===== src/rtl/kufc_pkg.sv =====
// ----------------------------------------------------------------------------
// kufc_pkg: shared types and constants for the union-find cost block
// Table geometry, item codes and the controller/datapath command and status.
// ----------------------------------------------------------------------------
package kufc_pkg;

  localparam int MAX_NODES = 1024;
  localparam int IDX_W     = $clog2(MAX_NODES);
  localparam int CNT_W     = $clog2(MAX_NODES + 1);
  localparam int NODE_W    = 10;
  localparam int CFG_W     = 11;
  localparam int WGT_W     = 32;
  localparam int COST_W    = 48;

  localparam logic [CFG_W-1:0]  NODE_COUNT_RST = CFG_W'(1024);
  localparam logic [COST_W-1:0] COST_MAX       = {COST_W{1'b1}};

  typedef enum logic [1:0] {
    FN_CLEAR = 2'd0,
    FN_JOIN  = 2'd1,
    FN_EDGE  = 2'd2,
    FN_NONE  = 2'd3
  } func_e;

  typedef enum logic [2:0] {
    OP_IDLE,
    OP_LOAD,
    OP_SWEEP,
    OP_START,
    OP_WALK,
    OP_CMP,
    OP_LINK,
    OP_EMIT
  } dp_op_e;

  typedef struct packed {
    dp_op_e op;
    logic   side_b;  // walk from node_b rather than node_a
    logic   all;     // sweep the whole table
  } dp_cmd_t;

  typedef struct packed {
    logic is_clear;
    logic is_link;
    logic sweep_empty;
    logic sweep_last;
    logic root_hit;
    logic cmp_done;
  } dp_stat_t;

  function automatic logic [IDX_W-1:0] node_to_idx(input logic [NODE_W-1:0] node);
    return IDX_W'(node);
  endfunction

endpackage


===== src/rtl/kufc_ctrl.sv =====
// ----------------------------------------------------------------------------
// kufc_ctrl: sequencer of the union-find cost block
// Steps one item through sweep, find/compress of both ends, link and emit.
// ----------------------------------------------------------------------------
module kufc_ctrl import kufc_pkg::*; (
  input  logic     clk_i,
  input  logic     rst_ni,
  input  logic     in_valid_i,
  output logic     in_stall_o,
  output logic     out_valid_o,
  input  logic     out_stall_i,
  output dp_cmd_t  cmd_o,
  input  dp_stat_t stat_i
);

  typedef enum logic [3:0] {
    ST_INIT,
    ST_IDLE,
    ST_DISPATCH,
    ST_CLEAR,
    ST_START_A,
    ST_WALK_A,
    ST_CMP_A,
    ST_START_B,
    ST_WALK_B,
    ST_CMP_B,
    ST_LINK,
    ST_RESP
  } state_e;

  state_e state_q;
  logic   out_valid_q;
  logic   out_free;

  assign out_free    = !out_valid_q || !out_stall_i;
  assign in_stall_o  = (state_q != ST_IDLE);
  assign out_valid_o = out_valid_q;

  always_comb begin
    cmd_o.op     = OP_IDLE;
    cmd_o.side_b = 1'b0;
    cmd_o.all    = 1'b0;
    case (state_q)
      ST_INIT: begin
        cmd_o.op  = OP_SWEEP;
        cmd_o.all = 1'b1;
      end
      ST_IDLE:    cmd_o.op = in_valid_i ? OP_LOAD : OP_IDLE;
      ST_CLEAR:   cmd_o.op = OP_SWEEP;
      ST_START_A: cmd_o.op = OP_START;
      ST_WALK_A:  cmd_o.op = OP_WALK;
      ST_CMP_A:   cmd_o.op = OP_CMP;
      ST_START_B: begin
        cmd_o.op     = OP_START;
        cmd_o.side_b = 1'b1;
      end
      ST_WALK_B: begin
        cmd_o.op     = OP_WALK;
        cmd_o.side_b = 1'b1;
      end
      ST_CMP_B: begin
        cmd_o.op     = OP_CMP;
        cmd_o.side_b = 1'b1;
      end
      ST_LINK:    cmd_o.op = OP_LINK;
      ST_RESP:    cmd_o.op = out_free ? OP_EMIT : OP_IDLE;
      default:    cmd_o.op = OP_IDLE;
    endcase
  end

  always_ff @(posedge clk_i or negedge rst_ni) begin
    if (!rst_ni) begin
      state_q     <= ST_INIT;
      out_valid_q <= 1'b0;
    end else begin
      if (state_q == ST_RESP && out_free) begin
        out_valid_q <= 1'b1;
      end else if (out_valid_q && !out_stall_i) begin
        out_valid_q <= 1'b0;
      end
      case (state_q)
        ST_INIT:     if (stat_i.sweep_last) state_q <= ST_IDLE;
        ST_IDLE:     if (in_valid_i) state_q <= ST_DISPATCH;
        ST_DISPATCH: begin
          if (stat_i.is_clear) begin
            state_q <= stat_i.sweep_empty ? ST_RESP : ST_CLEAR;
          end else if (stat_i.is_link) begin
            state_q <= ST_START_A;
          end else begin
            state_q <= ST_RESP;
          end
        end
        ST_CLEAR:    if (stat_i.sweep_last) state_q <= ST_RESP;
        ST_START_A:  state_q <= ST_WALK_A;
        ST_WALK_A:   if (stat_i.root_hit) state_q <= ST_CMP_A;
        ST_CMP_A:    if (stat_i.cmp_done) state_q <= ST_START_B;
        ST_START_B:  state_q <= ST_WALK_B;
        ST_WALK_B:   if (stat_i.root_hit) state_q <= ST_CMP_B;
        ST_CMP_B:    if (stat_i.cmp_done) state_q <= ST_LINK;
        ST_LINK:     state_q <= ST_RESP;
        ST_RESP: begin
          if (out_free) begin
            state_q <= ST_IDLE;
          end
        end
        default:     state_q <= ST_IDLE;
      endcase
    end
  end

endmodule


===== config.mk =====
export PLATFORM = sky130hd
export DESIGN_NAME = kufc_ctrl
export DESIGN_NICKNAME = d
export VERILOG_FILES = /design/src/rtl/kufc_pkg.sv /design/src/rtl/kufc_ctrl.sv
export SDC_FILE = /design/constraint.sdc
export NUM_CORES = 1
export LEC_CHECK = 0
export BUFFER_PORTS_ARGS = -buffer_cell sky130_fd_sc_hd__clkbuf_2
export CORE_AREA = 4 4 41 43
export DETAILED_ROUTE_END_ITERATION = 6
export DIE_AREA = 0 0 45 47
export PLACE_DENSITY_LB_ADDON = 0.05
export SLEW_MARGIN = 20
export SYNTH_ARGS = -nofsm -noshare
export SYNTH_HDL_FRONTEND = slang
export SYNTH_SLANG_ARGS = --single-unit

===== constraint.sdc =====
create_clock -name clk_i -period 2.6 [get_ports clk_i]
set_input_delay 0.52 -clock clk_i [delete_from_list [all_inputs] [get_ports clk_i]]
set_output_delay 0.52 -clock clk_i [all_outputs]
set_load 0.05 [all_outputs]

---- Yosys cells after proc, flatten, opt, wreduce, memory -nomap -nowiden ----
Index checks and enable logic that the tools add are counted.
cells by class
  equality and inequality tests ........... 20
  muxes and demuxes ....................... 19
  reduce and logical (&&, ||, !) cells .... 13
operators with widths
  operator              count
  $pmux W4 S12          1
  $mux W4               11
  $pmux W3 S7           1
  $eq A4 B3 Y1 const B  4
  $eq A4 B4 Y1 const B  4
  $ne A2 B2 Y1 const B  8
  $eq A4 B2 Y1 const B  2
  $reduce_and A8 Y1     1
  $reduce_or A2 Y1      4
  $mux W1               5
  $eq A4 B1 Y1 const B  1
  $logic_not A4 Y1      1
  $ne A4 B1 Y1 const B  1
  $mux W3               1
  $reduce_or A3 Y1      1
  $logic_and A1 B1 Y1   2
  $logic_not A1 Y1      2
  $reduce_bool A2 Y1    1
  $logic_or A1 B1 Y1    1
word-level totals
  output and inout bits ................... 7
  flip-flop bits (word level) ............. 5
  input bits .............................. 10

---- Logic depth before layout (Yosys ltp) ----
Gate-level depths: netlist (run 1).
  depth after elaboration ................. 4
  depth in mapped cells ................... 6
  mapped depth without buffers ............ 4

---- Worst setup path before layout (run 1) ----
OpenSTA, ideal clock, no wires.
  path kind ............................... register to output
  start point ............................. register state_q[3]
  end point ............................... output cmd_o[0] (netlist bit)
  stages on the path, launching flop included .. 3
  data arrival time ....................... 2.146 ns
  slack ................................... -0.066 ns
  required time ........................... 2.080 ns
  cell sequence ........................... dfrtp_1 clkbuf_1 nor4_1
RTL lines
  element                   line             source
  start: declaration        kufc_ctrl.sv:31  state_e state_q;
  start signal: assignment  kufc_ctrl.sv:86  state_q <= stat_i.sweep_empty ? ST_RESP : ST_CLEAR;
  end: declaration          kufc_ctrl.sv:12  output dp_cmd_t cmd_o,

==> metrics.cfg, run 1 <==
[clock_tree]
clk_pin_slew_worst_paths_ns = 0.04
cts_made_buffers = 3
htreeDepth = 1
root_buffer = clkbuf_4
clock_latency_ns = 0.24
cts_hold_buffers = 0
cts_resized = 0
cts_num_sinks = 5
cts_tree = yes
clk_path_buf_depth = 2
post-cts-setup-buffers = 0

[setup_path]
slowest_stage = dfrtp_1
critPathRequiredTime_ns = 2.08
timing.rr.end = state_q[1]$_DFFE_PN0P_
ff2ff_setup_slack_ns = 0.98
critPathKind = reg2out
cp_max_fo = 16
cp-start-kind = flip-flop
cpPeakStageDelay_ns = 0.67
worstPathCellList = nand2_1 -> o22ai_1 -> clkbuf_2
r2r_start = state_q[1]$_DFFE_PN0P_
worstRegToRegCells = 4
end_kind = output port
worst_ep_arrival_time_ns = 1.65

[pwr]
switching_power_mw = 0.553
peakVddDrop_v = 0.000679
pwr-share-clk = 0.099
p_comb_frac = 0.656
swShare = 0.607
intPower_mw = 0.357
sequentialPowerShare = 0.244
p_per_area_nw_per_um2 = 1520
p_leak_nw = 0.255

[timing]
worst_slack_ns = 0.432
rsz0062_at_grt = no
layout_min_cycle_time_ns = 2.17
timing.final.crit_share = 0.834
skew_ns = 0.00175
maxSlewViolCount = 0
fmax_ghz = 0.461
holdWs_ns = 0.0867
worst_slew_pin_slew_ns = 0.530
hold_viol_final = 0
setup_viol = 0
slew_headroom = 0.647
setup-tns-final_ns = 0

[logic_synthesis]
syn_inst = 69
synth_top_cell_by_area = dfrtp_1
postSynth.asyncResetShare = 1.00
yosysWarnings = 0
ys.flop_type = dfrtp_1
synth_cell_types = 27
yosysMostFrequentCell = nor2_1
synth_commonest_cells = nor2_1, a21oi_1, nand2b_1, dfrtp_1
synth_edf_count = 0
synth_fp_nets = 79
synth.avg_cell_area_um2 = 7.13
yosys-top-cells-area = dfrtp_1, nand2b_1, nor2_1
ys_seq_area_frac = 0.254
netlist.area_leader.share = 0.254
netlist_area_um2 = 492
ys_ff_latch = 5

[die]
core_um2 = 1300
die_y_um = 47
die-area_um2 = 2120
die_w_um = 45
start_util = 0.378
io_pins = 17
placementRows = 13

[drt]
dr.pass1.iters = 6
routedWlPerCell_um = 12.8
drc = 0
vias_per_cell = 5.76
drt_first_iter_violations = 6
drtAntennaViolNets = 0
num_vias = 570
routed_wl_mm = 1.27

[placed_design]
hpwl_um = 947
numPortBuffers = 16
pre_cts_ws_ns = 0.709
gp_congestion = 0.743
dpl-instance-area_um2 = 574

[grt]
grt_pass1_wl_mm = 2.15
grt_pass1_vias = 487
grt_max_degree = 17
grt-ovfl-total = 0
antenna_found_initial = 0
grt.total_usage = 0.140

[finish]
antennaDiodeCount = 0
finish.instance_area_um2 = 601
syn_to_final_growth_pct = 22.1
nNetsFinal = 95
fillers = 152
drive_gt1_frac = 0.250

[status]
status = finished clean

[run]
drv_cap = 0

[min_path]
hold_class = in2async

cell families (layout without fill, tap and decap cells):
| kind of cell | after synthesis | after routing | share of synthesized area |
|---|---|---|---|
| compound gates | 28 | 28 | 0.394 |
| xor+xnor | 1 | 1 | 0.0178 |
| buf+inv | 8 | 23 | 0.0687 |
| flops | 5 | 5 | 0.254 |
| simple gates | 27 | 27 | 0.265 |
power groups by stage:
stage | combinational [mW] | clock, mW | sequential, mW
after floorplan | 0.533 | 0 | 0.167
after global placement | 0.599 | 0 | 0.219
after detailed placement | 0.598 | 0 | 0.221
after CTS | 0.602 | 0.0934 | 0.219
after global routing | 0.643 | 0.0990 | 0.237
final | 0.597 | 0.0903 | 0.222
metal layers:
layer  track usage  wire length (µm)  vias up
li1              -                 -      291
met1         0.204               625      257
met2         0.195               533       20
met3        0.0383                94        2
met4        0.0526                12        0
met5             0                 0        -
layout by cell type, fill, tap and decap left out, drive strengths merged, types with 3 or more instances in the layout:
cell type,instances
a21oi,6
inv,3
o22ai,3
dfrtp,5
nor2,10
clkbuf,20
nand2,4
o21ai,7
nand2b,6
layout make-up:
cell class	instances	area [µm²]	share of cell area
Inverter	3	11.3	0.0188
Tap cell	15	18.8	0.0313
Multi-Input combinational cell	56	339	0.565
Timing Repair Buffer	16	80.1	0.133
Clock buffer	4	26.3	0.0438
Sequential cell	5	125	0.208
worst max path at each step:
stage | slack [ns] | startpoint | to
3_5_place_dp | 0.71 | state_q[1]$_DFFE_PN0P_ | cmd_o[4]
4_1_cts | 0.46 | state_q[0]$_DFFE_PN0P_ | cmd_o[2]
3_3_place_gp | 0.72 | state_q[1]$_DFFE_PN0P_ | cmd_o[1]
2_1_floorplan | 0.05 | state_q[1]$_DFFE_PN0P_ | cmd_o[2]
6_report | 0.43 | state_q[1]$_DFFE_PN0P_ | cmd_o[1]
5_1_grt | 0.27 | state_q[0]$_DFFE_PN0P_ | cmd_o[2]
registers in the layout, summed over array words and instances, names as in the netlist:
| signal | count |
|---|---|
| out_valid_o | 1 |
| state_q | 4 |
critical path: cells and delay by family, from the launching register on:
family / cells / cell delay [ns]
DFF: 1 / 0.67
buffers and inverters: 1 / 0.30
and+or+nand+nor: 1 / 0.25
AOI/OAI and AO/OA: 1 / 0.19
stage by stage:
stage | utilization | cells | total power, mW
after CTS | 0.462 | 99 | 0.914
after global placement | 0.441 | 95 | 0.819
after detailed placement | 0.441 | 95 | 0.818
after floorplan | - | 69 | 0.700
final | 0.462 | 99 | 0.910
after global routing | 0.462 | 99 | 0.979
No activity file was read; power rests on OpenSTA's default activity.
==> run 2: changes to the inputs <==
Clock period 2.6 ns to 2.1 ns, I/O delays scaled along.
==> metrics.cfg, run 2 (synthesis results as in run 1) <==
[grt]
grt_max_degree = 17  ; unchanged
grt_pass1_wl_mm = 2.28  ; +5.8%
grt-ovfl-total = 0  ; unchanged
grt_pass1_vias = 499  ; +2.5%
grt.total_usage = 0.151  ; +0.0113
antenna_found_initial = 0  ; unchanged

[setup_path]
worstPathCellList = inv_1 -> o32ai_2 -> clkbuf_2
r2r_start = state_q[0]$_DFFE_PN0P_
worstRegToRegCells = 5  ; +1
end_kind = output port
cpPeakStageDelay_ns = 0.56  ; -0.11 ns
cp-startpoint = state_q[0]$_DFFE_PN0P_
slowest_stage = dfrtp_1
timing.rr.end = state_q[1]$_DFFE_PN0P_
critPathKind = reg2out
worst_ep_arrival_time_ns = 1.51  ; -0.14 ns
cp_max_fo = 10  ; -6
critPathRequiredTime_ns = 1.68  ; -0.40 ns
ff2ff_setup_slack_ns = 0.59  ; -0.39 ns
critical_path.endpoint = cmd_o[2]
cp-start-kind = flip-flop

[placed_design]
numPortBuffers = 16  ; unchanged
gp_congestion = 0.767  ; +3.3%
hpwl_mm = 1.04  ; +9.8%
pre_cts_ws_ns = 0.332  ; -0.377 ns

[drt]
drc = 0  ; unchanged
routed_wl_mm = 1.41  ; +11%
routedWlPerCell_um = 13.9  ; +8.9%
drt_first_iter_violations = 30  ; +24
dr.pass1.iters = 4  ; -2
drtAntennaViolNets = 0  ; unchanged
num_vias = 601  ; +5.4%
vias_per_cell = 5.95  ; +3.4%

[timing]
setup_viol = 0  ; unchanged
holdWs_ns = 0.470  ; +0.384 ns
rsz0062_at_grt = no
worst_slack_ns = 0.166  ; -0.266 ns
maxSlewViolCount = 0  ; unchanged
worst_slew_pin_slew_ns = 0.379  ; -0.151 ns
setup-tns-final_ns = 0  ; unchanged
hold_viol_final = 0  ; unchanged
layout_min_cycle_time_ns = 1.93
slew_headroom = 0.748  ; +0.101
timing.final.crit_share = 0.921
fmax_ghz = 0.517
skew_ns = 0.00812  ; +0.00637 ns

[finish]
utilization = 0.486  ; +0.0240
final_cell_mix = clkbuf_2, nor2_1, a21oi_1, nand2b_1
register_area_um2 = 129  ; +3.0%
mostFrequentLayoutCell = clkbuf_2
drive_gt1_frac = 0.314  ; +0.0640
largest_reg_flops = 4  ; unchanged
regMostFlops = state_q
antennaDiodeCount = 0  ; unchanged
nNetsFinal = 97  ; +2.1%
syn_to_final_growth_pct = 28.5
multi_input_area_um2 = 349  ; +3.0%
fillers = 140  ; -7.9%

[clock_tree]
clk_pin_slew_worst_paths_ns = 0.05  ; about the same
root_buffer = clkbuf_4
clk_path_buf_depth = 2  ; unchanged
cts_num_sinks = 5  ; unchanged
htreeDepth = 1  ; unchanged
cts_tree = yes
cts_made_buffers = 3  ; unchanged
clock_latency_ns = 0.25  ; about the same

[die]
io_pins = 17  ; unchanged
placementRows = 13  ; unchanged
die_y_um = 47  ; unchanged
start_util = 0.378  ; unchanged
core_um2 = 1300  ; unchanged
die-area_um2 = 2120  ; unchanged
die_w_um = 45  ; unchanged

[pwr]
intPower_mw = 0.469  ; +31%
p_per_area_nw_per_um2 = 1870  ; +23%
swShare = 0.603  ; -0.00435
p_comb_frac = 0.664  ; +0.008
peakVddDrop_v = 0.000782  ; +15%
switching_power_mw = 0.712  ; +29%
pwr-share-clk = 0.100  ; about the same
p_leak_nw = 0.263  ; +3.0%
sequentialPowerShare = 0.236  ; -0.008

[min_path]
min_from = out_stall_i
hold_class = in2reg

[run]
drv_cap = 0  ; unchanged

[status]
status = finished clean

[run 2: cell count changes in the layout (fill, tap and decap cells not counted), sizes merged]
cell         change
buf              +1
dlygate4sd3      +1
[run 2: power groups by stage]
stage / registers, mW / logic [mW] / clock network (mW)
3_3_place_gp: 0.268 / 0.779 / 0
6_report: 0.279 / 0.784 / 0.118
5_1_grt: 0.292 / 0.843 / 0.132
3_5_place_dp: 0.269 / 0.784 / 0
2_1_floorplan: 0.206 / 0.678 / 0
4_1_cts: 0.267 / 0.788 / 0.121
[run 2: what timing repair did]
action | 4_1_cts | 5_1_grt
setup buffers | 0 | 0
hold buffers | 1 | 0
resized for setup | 0 | 4
setup endpoints to repair | 0 | 4
hold endpoints to repair | 5 | 0
[run 2: worst max-delay path, delay by kind of cell (launching register included)]
kind                   cells  cell delay (ns)
flip-flops                 1             0.56
buffers and inverters      2             0.45
AO/OA/AOI/OAI              1             0.26
[run 2: metal layers]
| layer | vias up | GRT usage | routed length [µm] |
|---|---|---|---|
| met1 | 280 | 0.209 | 686 |
| met3 | 4 | 0.0460 | 117 |
| met4 | 0 | 0.0526 | 27 |
| met2 | 22 | 0.223 | 574 |
| met5 | - | 0 | 0 |
| li1 | 295 | - | - |
[run 2: worst min path at each step]
stage | slack, ns | cells after the start | end
global placement | 0.24 | 1 | state_q[3]$_DFFE_PN0P_
global route | 0.49 | 3 | out_valid_o$_DFFE_PN0P_
detailed placement | 0.25 | 1 | state_q[3]$_DFFE_PN0P_
finish | 0.47 | 3 | out_valid_o$_DFFE_PN0P_
floorplan | 0.12 | 0 | out_valid_o$_DFFE_PN0P_
CTS | 0.47 | 3 | out_valid_o$_DFFE_PN0P_
[run 2: final cells by class]
| class | count | area share |
|---|---|---|
| tap | 15 | 0.0297 |
| sequential | 5 | 0.204 |
| inverter | 3 | 0.0178 |
| timing repair buffer | 18 | 0.154 |
| clock buffer | 4 | 0.0416 |
| multi-input combinational | 56 | 0.552 |
[run 2: per-stage QoR]
| stage | total power, mW | std cells | instance area, µm² |
|---|---|---|---|
| floorplan | 0.884 | 69 | 505 |
| global placement | 1.05 | 96 | 589 |
| detailed placement | 1.05 | 96 | 589 |
| CTS | 1.18 | 101 | 626 |
| global route | 1.27 | 101 | 632 |
| finish | 1.18 | 101 | 632 |
==> run 3: changes to the inputs <==
Settings changed: REMOVE_ABC_BUFFERS set to 1.
==> metrics.cfg, run 3 (synthesis results as in run 1) <==
[setup_path]
critPathRequiredTime_ns = 1.68  ; about the same
cp_max_fo = 15  ; +5
cpPeakStageDelay_ns = 0.64  ; +0.08 ns
slowest_stage = dfrtp_1
critPathKind = reg2out
worstPathCellList = nand2b_1 -> o22ai_1 -> clkbuf_2
ff2ff_setup_slack_ns = 0.54  ; -0.05 ns
worst_ep_arrival_time_ns = 1.57  ; +0.06 ns
r2r_start = state_q[0]$_DFFE_PN0P_
worstRegToRegCells = 5  ; unchanged
timing.rr.end = state_q[0]$_DFFE_PN0P_
end_kind = output port
cp-start-kind = flip-flop

[finish]
mostFrequentLayoutCell = clkbuf_2
final_cells = 101  ; unchanged
drive_gt1_frac = 0.267  ; -0.0465
nNetsFinal = 97  ; unchanged
syn_to_final_growth_pct = 25.2
utilization = 0.473  ; -0.0125
final_cell_mix = clkbuf_2, nor2_1, a21oi_1, nand2b_1
regMostFlops = state_q
largest_reg_flops = 4  ; unchanged
fillers = 148  ; +5.7%
register_area_um2 = 126  ; -1.9%
antennaDiodeCount = 0  ; unchanged
multi_input_area_um2 = 335  ; -3.9%

[drt]
drc = 0  ; unchanged
vias_per_cell = 5.77  ; -3.0%
num_vias = 583  ; -3.0%
routed_wl_mm = 1.33  ; -5.3%
routedWlPerCell_um = 13.2  ; -5.3%
drtAntennaViolNets = 0  ; unchanged
dr.pass1.iters = 4  ; unchanged
drt_first_iter_violations = 16  ; -47%

[die]
core_um2 = 1300  ; unchanged
io_pins = 17  ; unchanged
die_y_um = 47  ; unchanged
die_w_um = 45  ; unchanged
placementRows = 13  ; unchanged
start_util = 0.378  ; unchanged
die-area_um2 = 2120  ; unchanged

[grt]
antenna_found_initial = 0  ; unchanged
grt.total_usage = 0.139  ; -0.0120
grt-ovfl-total = 0  ; unchanged
grt_pass1_wl_mm = 2.19  ; -4.0%
grt_pass1_vias = 515  ; +3.2%
grt_max_degree = 17  ; unchanged

[min_path]
hold_class = in2reg
min_from = out_stall_i
min_to = out_valid_o$_DFFE_PN0P_
hold_depth = 3  ; unchanged

[timing]
hold_viol_final = 0  ; unchanged
fmax_ghz = 0.502  ; -3.0%
worst_slew_pin_slew_ns = 0.490  ; +0.112 ns
worst_slack_ns = 0.106  ; -0.0599 ns
setup_viol = 0  ; unchanged
timing.final.crit_share = 0.950  ; +0.0285
slew_headroom = 0.673  ; -0.0744
rsz0062_at_grt = no
setup-tns-final_ns = 0  ; unchanged
layout_min_cycle_time_ns = 1.99  ; +0.0599 ns
maxSlewViolCount = 0  ; unchanged
skew_ns = 0.00824  ; +0.000119 ns

[placed_design]
numPortBuffers = 16  ; unchanged
gp_congestion = 0.742  ; -3.3%
hpwl_um = 983  ; -5.4%
dp_cells = 96  ; unchanged
pre_cts_ws_ns = 0.340  ; +0.00796 ns

[pwr]
p_leak_nw = 0.263  ; about the same
p_per_area_nw_per_um2 = 1850  ; -1.0%
p_total_mw = 1.14  ; -3.6%
peakVddDrop_v = 0.000676  ; -14%

[clock_tree]
post-cts-setup-buffers = 0  ; unchanged
clk_path_buf_depth = 2  ; unchanged
htreeDepth = 1  ; unchanged
clock_latency_ns = 0.24  ; about the same
cts_made_buffers = 3  ; unchanged
root_buffer = clkbuf_4
cts_num_sinks = 5  ; unchanged
clk_pin_slew_worst_paths_ns = 0.05  ; about the same
cts_tree = yes

[run]
drv_cap = 0  ; unchanged

[status]
status = finished clean

-- run 3: cell counts in the layout (fill, tap and decap cells not counted) --
Identical to the previous run, type by type.
-- run 3: power by group --
group | internal [mW] | switching (mW)
logic | 0.244 | 0.516
clock network | 0.0719 | 0.0394
registers | 0.138 | 0.129
-- run 3: timing repair --
action,CTS,global route
hold endpoints to repair,5,0
hold buffers,1,0
gates resized for setup,0,2
setup endpoints to repair,0,3
-- run 3: worst max path at each step --
stage | endpoint | cells past startpoint | slack [ns] | startpoint
2_1_floorplan | cmd_o[0] | 1 | -0.37 | state_q[3]$_DFFE_PN0P_
3_3_place_gp | cmd_o[2] | 4 | 0.36 | state_q[1]$_DFFE_PN0P_
3_5_place_dp | cmd_o[2] | 4 | 0.34 | state_q[1]$_DFFE_PN0P_
4_1_cts | cmd_o[2] | 4 | 0.09 | state_q[1]$_DFFE_PN0P_
5_1_grt | cmd_o[2] | 3 | 0.02 | state_q[3]$_DFFE_PN0P_
6_report | cmd_o[1] | 3 | 0.11 | state_q[3]$_DFFE_PN0P_
-- run 3: layer usage --
layer,global-route usage,up-vias,part of all wire
met1,0.183,262,0.46
met4,0.0175,0,0.0053
met2,0.229,25,0.45
met5,0,-,0
met3,0.0460,2,0.080
li1,-,294,-
-- run 3: cell type report --
class,count,share of cell area
multi-input combinational,56,0.545
sequential,5,0.205
timing repair buffer,18,0.159
clock buffer,4,0.0427
tap,15,0.0305
inverter,3,0.0183
-- run 3: metrics by stage --
step	cell area (µm²)	hold WS [ns]
after floorplan	469	0.124
after global placement	576	0.244
after detailed placement	576	0.240
after CTS	612	0.479
after global routing	616	0.521
final	616	0.488
-- run 3: critical path: cells and delay by family (launching register included) --
family / cells / cell delay (ns)
compound gates: 1 / 0.19
buf+inv: 1 / 0.30
simple gates: 1 / 0.19
flops: 1 / 0.64
